$ cat src/hdl/vsrx_pkg.sv
// vsrx_pkg: constants, types and the sync pattern for the voice stream receive filter.
// No dependencies; imported by vsrx_check and voice_stream_rx_filter.
package vsrx_pkg;

  localparam int STORE_BYTES  = 64;
  localparam int HEADER_BYTES = 41;
  localparam int FRAME_BYTES  = 12;
  localparam int PAYLOAD_AT   = 15;

  localparam int ADDR_W = $clog2(STORE_BYTES);
  localparam int IDX_W  = $clog2(HEADER_BYTES);

  localparam int MIN_PACKET = PAYLOAD_AT;
  localparam int MIN_HEADER = PAYLOAD_AT + HEADER_BYTES;
  localparam int MIN_FRAME  = PAYLOAD_AT + FRAME_BYTES;

  localparam int SYNC_FIRST = 9;
  localparam int SYNC_MID   = 10;

  localparam logic [7:0] SEQ_HEADER = 8'h80;
  localparam logic [7:0] SEQ_END    = 8'h40;
  localparam logic [7:0] SEQ_MASK   = 8'h1F;

  localparam logic [7:0] CHR_D = 8'h44;
  localparam logic [7:0] CHR_S = 8'h53;
  localparam logic [7:0] CHR_V = 8'h56;
  localparam logic [7:0] CHR_T = 8'h54;

  localparam logic [6:0] LETTER_A = 7'h41;
  localparam logic [6:0] LETTER_B = 7'h42;
  localparam logic [6:0] LETTER_C = 7'h43;

  localparam logic KIND_BYTE  = 1'b0;
  localparam logic KIND_CLOSE = 1'b1;

  localparam logic RUN_HEADER = 1'b0;
  localparam logic RUN_FRAME  = 1'b1;

  typedef struct packed {
    logic take;
    logic frame;
    logic sync;
    logic stream_end;
  } verdict_t;

  function automatic logic [7:0] sync_byte(input logic [IDX_W-1:0] i);
    logic [7:0] b;
    case (i)
      IDX_W'(SYNC_FIRST): b = 8'h55;
      IDX_W'(SYNC_MID):   b = 8'h2D;
      default:            b = 8'h16;
    endcase
    return b;
  endfunction

endpackage

$ cat src/hdl/vsrx_check.sv
// vsrx_check: captures the check bytes of a packet, holds the open stream id
// and decides at the closing beat whether a header or frame is taken. Uses vsrx_pkg.
module vsrx_check (
  input  logic              clk,
  input  logic              rst,
  input  logic              beat,
  input  logic              kind,
  input  logic [7:0]        rx_byte,
  input  logic              packet_last,
  input  logic [7:0]        byte_count,
  input  logic [6:0]        module_letter,
  output vsrx_pkg::verdict_t verdict
);
  import vsrx_pkg::*;

  logic [7:0]  b0, b1, b2, b3, b12, b13, b14, b25;
  logic [7:0]  c0, c1, c2, c3, c12, c13, c14, c25;
  logic        stream_open;
  logic [15:0] open_id;
  logic        closing;
  logic [8:0]  len;
  logic        base_ok, hdr_ok, frm_ok, is_hdr;

  always_comb begin
    c0  = (byte_count == 8'd0)  ? rx_byte : b0;
    c1  = (byte_count == 8'd1)  ? rx_byte : b1;
    c2  = (byte_count == 8'd2)  ? rx_byte : b2;
    c3  = (byte_count == 8'd3)  ? rx_byte : b3;
    c12 = (byte_count == 8'd12) ? rx_byte : b12;
    c13 = (byte_count == 8'd13) ? rx_byte : b13;
    c14 = (byte_count == 8'd14) ? rx_byte : b14;
    c25 = (byte_count == 8'd25) ? rx_byte : b25;
    len = 9'(byte_count) + 9'd1;
    closing = beat && (kind == KIND_BYTE) && packet_last;
    base_ok = (len >= 9'(MIN_PACKET)) && (c0 == CHR_D) && (c1 == CHR_S) &&
              (c2 == CHR_V) && (c3 == CHR_T);
    is_hdr  = (c14 == SEQ_HEADER);
    hdr_ok  = !stream_open && (len >= 9'(MIN_HEADER)) && (c25 == {1'b0, module_letter});
    frm_ok  = stream_open && ({c13, c12} == open_id) && (len >= 9'(MIN_FRAME));
    verdict.take       = closing && base_ok && (is_hdr ? hdr_ok : frm_ok);
    verdict.frame      = is_hdr ? RUN_HEADER : RUN_FRAME;
    verdict.sync       = !is_hdr && ((c14 & SEQ_MASK) == 8'h00);
    verdict.stream_end = !is_hdr && ((c14 & SEQ_END) != 8'h00);
  end

  always_ff @(posedge clk) begin
    if (beat && (kind == KIND_BYTE)) begin
      b0  <= c0;
      b1  <= c1;
      b2  <= c2;
      b3  <= c3;
      b12 <= c12;
      b13 <= c13;
      b14 <= c14;
      b25 <= c25;
    end
  end

  always_ff @(posedge clk) begin
    if (rst) begin
      stream_open <= 1'b0;
      open_id     <= 16'h0000;
    end else if (beat && (kind == KIND_CLOSE)) begin
      stream_open <= 1'b0;
      open_id     <= 16'h0000;
    end else if (verdict.take) begin
      if (verdict.frame == RUN_HEADER) begin
        stream_open <= 1'b1;
        open_id     <= {c13, c12};
      end else if (verdict.stream_end) begin
        stream_open <= 1'b0;
      end
    end
  end

endmodule

$ cat src/hdl/voice_stream_rx_filter.sv
// voice_stream_rx_filter: top level; packet store memory, emit sequencer, output register.
// Uses vsrx_pkg and vsrx_check.
// The first result beat follows the closing byte through S_READ, rd_data and out_byte.
// Throughput: one input byte per cycle while idle; during a run of 41 or 12 beats
// (one per cycle unless stalled) input stalls while the emit sequencer is not idle.
// Reset: stream closed, byte count zero, module letter C; the packet store is not cleared.
module voice_stream_rx_filter (
  input  logic       clk,
  input  logic       rst,
  input  logic       in_valid,
  output logic       in_stall,
  input  logic       kind,
  input  logic [7:0] rx_byte,
  input  logic       packet_last,
  output logic       out_valid,
  input  logic       out_stall,
  output logic [7:0] out_byte,
  output logic       frame_kind,
  output logic       run_last,
  output logic       sync_frame,
  output logic       stream_end,
  input  logic       cfg_write,
  input  logic [6:0] cfg_data
);
  import vsrx_pkg::*;

  typedef enum logic [2:0] {
    S_IDLE = 3'b001,
    S_READ = 3'b010,
    S_LOAD = 3'b100
  } state_t;

  state_t             state;
  logic [6:0]         module_letter;
  logic [7:0]         byte_count;
  logic               beat;
  verdict_t           verdict;
  logic [7:0]         mem [STORE_BYTES];
  logic [7:0]         rd_data;
  logic               wr_en, rd_en;
  logic [ADDR_W-1:0]  rd_addr;
  logic [IDX_W-1:0]   idx, last_idx;
  logic               run_frame, run_sync, run_end;
  logic               slot_free, load, load_last;

  assign in_stall = (state != S_IDLE);
  assign beat     = in_valid && !in_stall;

  always_ff @(posedge clk) begin
    if (rst) begin
      module_letter <= LETTER_C;
    end else if (cfg_write) begin
      if ((cfg_data == LETTER_A) || (cfg_data == LETTER_B) || (cfg_data == LETTER_C)) begin
        module_letter <= cfg_data;
      end else begin
        module_letter <= LETTER_B;
      end
    end
  end

  always_ff @(posedge clk) begin
    if (rst) begin
      byte_count <= 8'd0;
    end else if (beat && (kind == KIND_BYTE)) begin
      if (packet_last) begin
        byte_count <= 8'd0;
      end else if (byte_count != 8'hFF) begin
        byte_count <= byte_count + 8'd1;
      end
    end
  end

  vsrx_check u_check (
    .clk           (clk),
    .rst           (rst),
    .beat          (beat),
    .kind          (kind),
    .rx_byte       (rx_byte),
    .packet_last   (packet_last),
    .byte_count    (byte_count),
    .module_letter (module_letter),
    .verdict       (verdict)
  );

  assign slot_free = !out_valid || !out_stall;
  assign load      = (state == S_LOAD) && slot_free;
  assign load_last = load && (idx == last_idx);
  assign wr_en     = beat && (kind == KIND_BYTE) && (9'(byte_count) < 9'(STORE_BYTES));
  assign rd_en     = (state == S_READ) || (load && !load_last);
  assign rd_addr   = ADDR_W'(PAYLOAD_AT) + ADDR_W'(idx) + ADDR_W'(state == S_LOAD);

  always_ff @(posedge clk) begin
    if (wr_en) begin
      mem[byte_count[ADDR_W-1:0]] <= rx_byte;
    end
    if (rd_en) begin
      rd_data <= mem[rd_addr];
    end
  end

  always_ff @(posedge clk) begin
    if (rst) begin
      state <= S_IDLE;
      idx   <= '0;
    end else begin
      case (state)
        S_IDLE: begin
          if (verdict.take) begin
            state     <= S_READ;
            idx       <= '0;
            run_frame <= verdict.frame;
            run_sync  <= verdict.sync;
            run_end   <= verdict.stream_end;
            last_idx  <= (verdict.frame == RUN_FRAME) ? IDX_W'(FRAME_BYTES - 1)
                                                      : IDX_W'(HEADER_BYTES - 1);
          end
        end
        S_READ: begin
          state <= S_LOAD;
        end
        S_LOAD: begin
          if (load_last) begin
            state <= S_IDLE;
          end else if (load) begin
            idx <= idx + IDX_W'(1);
          end
        end
        default: begin
          state <= S_IDLE;
        end
      endcase
    end
  end

  always_ff @(posedge clk) begin
    if (rst) begin
      out_valid <= 1'b0;
    end else if (load) begin
      out_valid <= 1'b1;
    end else if (!out_stall) begin
      out_valid <= 1'b0;
    end
  end

  always_ff @(posedge clk) begin
    if (load) begin
      out_byte   <= (run_sync && (idx >= IDX_W'(SYNC_FIRST))) ? sync_byte(idx) : rd_data;
      frame_kind <= run_frame;
      run_last   <= (idx == last_idx);
      sync_frame <= run_sync;
      stream_end <= run_end;
    end
  end

  a_no_rw_overlap: assert property (@(posedge clk) disable iff (rst)
    wr_en |-> !rd_en)
    else $error("store written and read in the same cycle");

  a_rd_hold: assert property (@(posedge clk) disable iff (rst)
    (state == S_LOAD && !slot_free) |=> $stable(rd_data))
    else $error("read data changed while waiting for output slot");

  a_run_done: assert property (@(posedge clk) disable iff (rst)
    load_last |=> (state == S_IDLE) && out_valid && run_last)
    else $error("run did not end on its last beat");

  a_take_idle: assert property (@(posedge clk) disable iff (rst)
    verdict.take |-> (state == S_IDLE))
    else $error("packet taken while a run is active");

endmodule

$ cat config.mk
export PLATFORM = sky130hd
export DESIGN_NAME = voice_stream_rx_filter
export DESIGN_NICKNAME = d
export VERILOG_FILES = /design/src/hdl/vsrx_pkg.sv /design/src/hdl/vsrx_check.sv /design/src/hdl/voice_stream_rx_filter.sv
export SDC_FILE = /design/constraint.sdc
export NUM_CORES = 1
export LEC_CHECK = 0
export BUFFER_PORTS_ARGS = -buffer_cell sky130_fd_sc_hd__buf_2
export CORE_MARGIN = 4
export CORE_UTILIZATION = 50
export DETAILED_ROUTE_END_ITERATION = 8
export PLACE_DENSITY = 0.65
export SYNTH_ARGS = -nofsm -noshare
export SYNTH_HDL_FRONTEND = slang
export SYNTH_SLANG_ARGS = --single-unit
$ cat constraint.sdc
create_clock -name clk -period 4.7 [get_ports clk]
set_input_delay 0.235 -clock clk [delete_from_list [all_inputs] [get_ports clk]]
set_output_delay 0.235 -clock clk [all_outputs]
set_load 0.01 [all_outputs]
* Yosys cells after proc, flatten, opt, wreduce, memory -nomap -nowiden
Memories as Yosys holds them, arrays and structs flattened. A register that Yosys moved wholly into a read port is not among the register bits.
Index checks and enable logic that the tools add are counted.
** Cells by class
- $add $sub $neg :: 5
- Reduce and logical (&&, ||, !) cells :: 43
- Bitwise operators :: 2
- $lt $le $gt $ge :: 5
- Equal/unequal tests :: 30
- Mux-type cells :: 29
** Operators with widths (count)
- two-way mux 8 bit :: 11
- equality test 8 x 7 -> 1 bit (second input constant) :: 4
- equality test 8 x 4 -> 1 bit (second input constant) :: 3
- two-way mux 6 bit :: 4
- equality test 7 bit (second input constant) :: 3
- logical AND 1 bit :: 21
- equality test 16 bit :: 1
- equality test 8 x 2 -> 1 bit (second input constant) :: 2
- logical NOT 8 bit :: 2
- case mux 7 bit (2 select lines) :: 1
- equality test 6 x 4 -> 1 bit (second input constant) :: 2
- case mux 6 bit (2 select lines) :: 1
- adder 8 x 1 -> 9 bit (second input constant) :: 1
- greater-or-equal comparator 9 x 4 -> 1 bit (second input constant) :: 1
- greater-or-equal comparator 9 x 5 -> 1 bit (second input constant) :: 1
- greater-or-equal comparator 9 x 6 -> 1 bit (second input constant) :: 1
- case mux 3 bit (3 select lines) :: 1
- adder 8 x 1 -> 8 bit (second input constant) :: 1
- equality test 8 x 1 -> 1 bit (second input constant) :: 1
- equality test 8 x 5 -> 1 bit (second input constant) :: 1
- equality test 8 x 7 -> 1 bit :: 1
- equality test 8 bit (second input constant) :: 1
- less-than comparator 8 x 7 -> 1 bit (second input constant) :: 1
- two-way mux 1 bit :: 8
- 22 further kinds :: 40
** Storage, ports and cells
- Output and inout bits :: 14
- Bits in writable memories :: 512
- Logic and storage cells :: 139
- Input port bits :: 22
- Memories kept :: 1
- Register bits :: 127
** Memories
- mem :: depth 64, bits a word 8, rd ports 1, clocked after Yosys merged registers in 1, wr ports 1, RTL line voice_stream_rx_filter.sv:38 : logic [7:0] mem [STORE_BYTES];

* Depth between registers and ports, before layout
- Word-level depth :: 11
- Gate-level depth with buffers :: 13
- Depth with buffers taken out :: 10

* By module
A second synthesis with hierarchy kept.
** Unflattened totals
- Cell total of the unflattened synthesis :: 1757
- Area total of the unflattened synthesis :: 27161.0 µm²
** Modules (own cells, without submodules)
- voice_stream_rx_filter :: seq. area each 16595.9 µm², area each 22328.9 µm², cells each 1268, times used 1
- vsrx_check :: seq. area each 2262.2 µm², area each 4832.1 µm², cells each 489, times used 1

* Least setup slack after synthesis
No wires, ideal clock.
- Path type :: reg2reg
- Start :: reg state[2]
- End :: reg last_idx[1], enable pin
- Clock period less this slack :: 3774 ps
- Slack :: 926 ps
- Setup time :: 329 ps
- Data arrival time :: 3445 ps
- Stages on the path, launching flop included :: 10
- Path buffers :: 1
- Cell sequence :: dfxtp_1 > nor4bb_1 > nand2b_1 > clkbuf_1 > inv_1 > o211ai_1 > or4_1 > nor2_1 > nand2_2 > nor2_1
** Between the ends
- Cells in the longest elaborated chain, start to end :: 8
- Elaborated cells between the ends (all ways) :: 9
** RTL lines
- start: declaration :: RTL line voice_stream_rx_filter.sv:33 : state_t state;
- start signal: assignment :: RTL line voice_stream_rx_filter.sv:103 : state <= S_IDLE;
- start signal: assignment :: RTL line voice_stream_rx_filter.sv:109 : state <= S_READ;
- start signal: assignment :: RTL line voice_stream_rx_filter.sv:119 : state <= S_LOAD;
- != test 3 x 1 -> 1 bit :: RTL line voice_stream_rx_filter.sv:46 : assign in_stall = (state != S_IDLE);
- logical NOT 1 bit :: RTL line voice_stream_rx_filter.sv:47 : assign beat = in_valid && !in_stall;
- logical AND 1 bit :: RTL line voice_stream_rx_filter.sv:47
- logical AND 1 bit (2 in a row) :: RTL line vsrx_check.sv:34 : closing = beat && (kind == KIND_BYTE) && packet_last;
- logical AND 1 bit (2 in a row) :: RTL line vsrx_check.sv:40 : verdict.take = closing && base_ok && (is_hdr ? hdr_ok : frm_ok);
- AND reduction 3 bit (no source line) *
- end signal: assignment :: RTL line voice_stream_rx_filter.sv:114 : last_idx <= (verdict.frame == RUN_FRAME) ? IDX_W'(FRAME_BYTES - 1)
- end: declaration :: RTL line voice_stream_rx_filter.sv:42 : logic [IDX_W-1:0] idx, last_idx;
Mark *: on every way between the ends. The rest lies on a longest branch, timed or not.
A chain may end at the register's enable or synchronous reset.

* Worst setup path in the final report
- Start :: reg byte_count[3]
- End :: reg last_idx[1], enable pin
** Between the ends
- Cells in the longest elaborated chain, start to end :: 10
- Elaborated cells between the ends (all ways) :: 39
** RTL lines
- start: declaration :: RTL line voice_stream_rx_filter.sv:35 : logic [7:0] byte_count;
- start signal: assignment :: RTL line voice_stream_rx_filter.sv:68 : byte_count <= byte_count + 8'd1;
- parallel branches: the longest is 8 deep, another holds adder 8 x 1 -> 9 bit
- logical AND 1 bit * :: RTL line vsrx_check.sv:40
- AND reduction 3 bit (no source line) *
Every way passes the cells marked *.

==> flow_results.org <==
** Clock tree
- Counting the buffers created by CTS gives 66.
- Clock latency on the worst-skew pair :: between 0.6 and 0.7 ns
- Count of clock tree sinks :: 642
- Clock root buffer master :: sky130_fd_sc_hd__clkbuf_16
- The H-tree was split into 3 levels.
- TritonCTS built the clock tree.
- CTS clock-pin slew for the worst setup and hold paths :: ~0.06 ns
- CTS hold repair buffers :: 5
- Post-cts resize count :: 0
- Post-CTS setup buffer count :: 0
- Clock Path Buffers :: 3

** Detailed routing
- Detailed-route wire length :: 62.2 mm
- After detailed routing, the number of vias per cell comes to between 6 and 7.
- Across all layers, the routed design uses roughly 14k vias.
- In the routed design, unresolved DRC markers number 0.
- First-pass detailed-route iteration total :: 5
- In this run the remaining antenna-violating nets after routing total 0.
- Post-detailed-route wirelength per cell :: roughly 27 microns
- After the first detailed-routing iteration, the DRC count stood at roughly 1.5k.

** Worst setup path
- Worst-path cell with the longest stage delay :: sky130_fd_sc_hd__dfxtp_1
- Timing startpoint of the critical path :: byte_count[3]
- Largest stage delay on the critical path :: just under 0.9 ns
- Launch point of the worst reg-to-reg path :: byte_count[3]
- In this run the worst path has a maximum fanout of 24.
- In this design, the largest share of critical-path delay is due to simple AND/OR/NAND/NOR gates.
- CP required :: about 5 ns
- WP buf/inv :: 0
- Critical path launch point type :: register
- Worst setup path class :: reg -> reg
- At the worst endpoint, the arrival time is 4.15 ns.
- CP Capture Type :: register
- Cell-by-cell listing of the critical path :: nor3b_4, nand4_2, mux2_2, a211o_1, nor4b_1, a31o_1, nand2_2, nor2_1

** STA
- The number of slew-limit violations in the final report came to 0.
- The worst path needs ~3.9 ns of the cycle, external delays included.
- Number of setup violations in the final report :: 0
- Fin Setup TNS :: 0 ns
- The hold violation total from the final report is 0.
- Headroom to the max-slew limit came out at between 20 and 30%.
- Clock skew on the completed layout was measured at approximately 0.032 ns.
- Final period util :: ~83%
- For the pin with the worst max-slew slack, the measured transition is between 1 and 1.5 ns.
- Setup repair after global routing left no endpoint under its margin.
- Max frequency :: 258 MHz

** Placement
- Routability-driven placement congestion ratio :: 0.892
- Total of buffers placed on input and output ports :: 35
- Detailed placer's ending HPWL :: a little under 40 mm

** Worst hold path
- The worst hold path begins at cfg_data[2].
- Kind of path behind the tightest hold check :: in -> reg

** Cells and area
- In the layout the commonest cells are sky130_fd_sc_hd__edfxtp_1, sky130_fd_sc_hd__mux4_2, sky130_fd_sc_hd__nor2_1.
- Relative to the synthesized area, the layout overhead comes to 12.3%.
- The number of antenna diodes in the final layout is 0.
- Most common cell after layout, fill and taps aside :: sky130_fd_sc_hd__edfxtp_1
- The layout has about 4k filler cells.
- Fraction of final layout cells sized beyond drive strength 1 :: between 20 and 30%
- Net count reported at finish :: approximately 1.6k
- Util after Layout :: between 50% and 60%

** Synth
- After technology mapping, the gate count stands at about 1.5k.
- Sequential area share after synthesis :: 70.4%
- Main flop type after synthesis :: sky130_fd_sc_hd__edfxtp_1
- After synthesis, the largest family of logic cells by area is multiplexers.
- Average instance area after synthesis :: 18.0 sq um
- The portion of synthesized area spent on multiplexers is between 15 and 20%.
- Post-synthesis cell type count :: a little under 90
- Fraction of synthesis flops using an asynchronous set or reset pin :: 0%
- Simple-gate area share of the yosys netlist :: 6.74%
- EDFF count, synth :: 600
- Synthesized net count :: around 1.5k
- The mapped netlist covers 26,800 sq um.
- Counting flops and latches in the post-synthesis netlist gives approximately 640.
- After Yosys synthesis, XOR and XNOR cells account for 0.687% of the synthesized area.
- Total of warnings raised by yosys :: 0
- Summing the areas of all fa, ha and maj instances in the mapped netlist gives less than 1% of the synthesized area.
- Synth Area in Compound Gates :: 3.97%

** Pwr
- Overall power consumption :: about 12 mW
- Power density over the cells :: between 300 and 400 nW/um^2
- Total leakage power :: ~9.5 nW
- Peak VDD IR :: 0.344 mV

** Global routing
- Largest net degree at the start of global routing :: 67
- Total congestion overflow :: 0
- Wire length of the first global-routing pass :: slightly above 90 mm
- The number of antenna violations at the first check in global routing was 6.
- Vias in the first global route :: between 10k and 15k
- Global-route total usage across every layer :: approximately 22%

** Floorplanning
- Starting density of the core :: between 50% and 60%
- Row cnt :: 84
- Pin placement for this block handled 36 I/O pins.
- Area of the core region :: about 53,000 sq um
- Horizontal die dimension :: approximately 240 microns
- DIE AREA :: 57,300 sq um
- Measured along the y axis, the die boundary spans around 240 microns.

** Job
- Max-cap violations in this run came to 0.

** Status
- The flow ran to the end, and the final reports show no timing, DRC or antenna violations.
-- cell usage after synthesis, drive strengths merged (10+ instances only) --
cell type  count  share of area (%)
a211oi        12               0.47
a21oi         21               0.39
and2          10               0.23
buf           25               0.63
clkbuf        55               0.77
dfxtp         42                3.1
edfxtp       600                 67
ha            11               0.51
inv           37               0.52
mux2          29                1.2
mux2i         10               0.37
mux4         168                 14
nand2         78                1.1
nand3         17               0.32
nand4         11               0.28
nor2         122                1.7
nor2b         10               0.23
nor3          25               0.53
o21ai         44               0.82
xnor2         10               0.33
xor2          11               0.36
-- layer usage --
metal,global-route usage (%),share of wire [%],up-vias
met5,0,0,-
met4,6.63,2.5,0
met3,5.09,8.3,102
met2,33.7,47,575
met1,32.1,42,7357
li1,-,-,6124
-- cell families (layout without fill, tap and decap cells) --
logic type,count (synthesis),after routing
DFF,642,642
and+or+nand+nor,343,343
muxes,207,207
AOI/OAI and AO/OA,144,144
buffers and inverters,118,231
xor gates and xnor gates,21,21
adders and majority gates,11,11
-- layout make-up --
class | count | area, sq um | share of cell area [%]
inverters | 38 | 143 | 0.474
flip-flops and latches | 642 | 18900 | 62.7
repair buffers | 75 | 538 | 1.79
well taps | 688 | 861 | 2.86
multi-input cells | 726 | 7440 | 24.8
clock inverters | 38 | 419 | 1.39
clock buffers | 80 | 1800 | 5.98
-- power breakdown --
group	switching (mW)	internal [mW]	total, mW
combinational	0.186	0.0567	0.243
sequential	0.0154	6.27	6.29
clock	2.17	3.18	5.35
-- registers in the layout, indices dropped and copies added (netlist names), 8 cells and up --
register and count:
mem 512, u_check.open_id 16, byte_count 8, out_byte 8, rd_data 8, u_check.b0 8, u_check.b12 8, u_check.b13 8
u_check.b14 8, u_check.b1 8, u_check.b25 8, u_check.b2 8, u_check.b3 8
-- worst min-delay path, cell delays in order --
cell	delay, ns
sky130_fd_sc_hd__buf_2	0.07
sky130_fd_sc_hd__nand3b_1	0.11
sky130_fd_sc_hd__nand2_1	0.05
sky130_fd_sc_hd__o21ai_0	0.06
sky130_fd_sc_hd__nand2_1	0.05
-- through the flow --
step / setup slack, ns / cell area [sq um] / hold slack [ns] / instances
after global routing: 0.650 / 30100 / 0.0649 / 2287
after CTS: 0.978 / 30100 / 0.00945 / 2287
after detailed placement: 0.995 / 27800 / 0.483 / 2164
after global placement: 1.06 / 27800 / 0.471 / 2164
final: 0.817 / 30100 / 0.0383 / 2287
after floorplan: 0.926 / 26800 / 0.307 / 1486
-- worst paths after layout --
check | endpoint | depth (start not counted) | slack [ns]
min reg2reg | module_letter[6] | 2 | 0.49
max | last_idx[1] | 8 | 0.82
min | module_letter[0] | 5 | 0.04
max reg2reg | last_idx[1] | 8 | 0.82
Note: power is estimated with default switching activity, not from simulation.
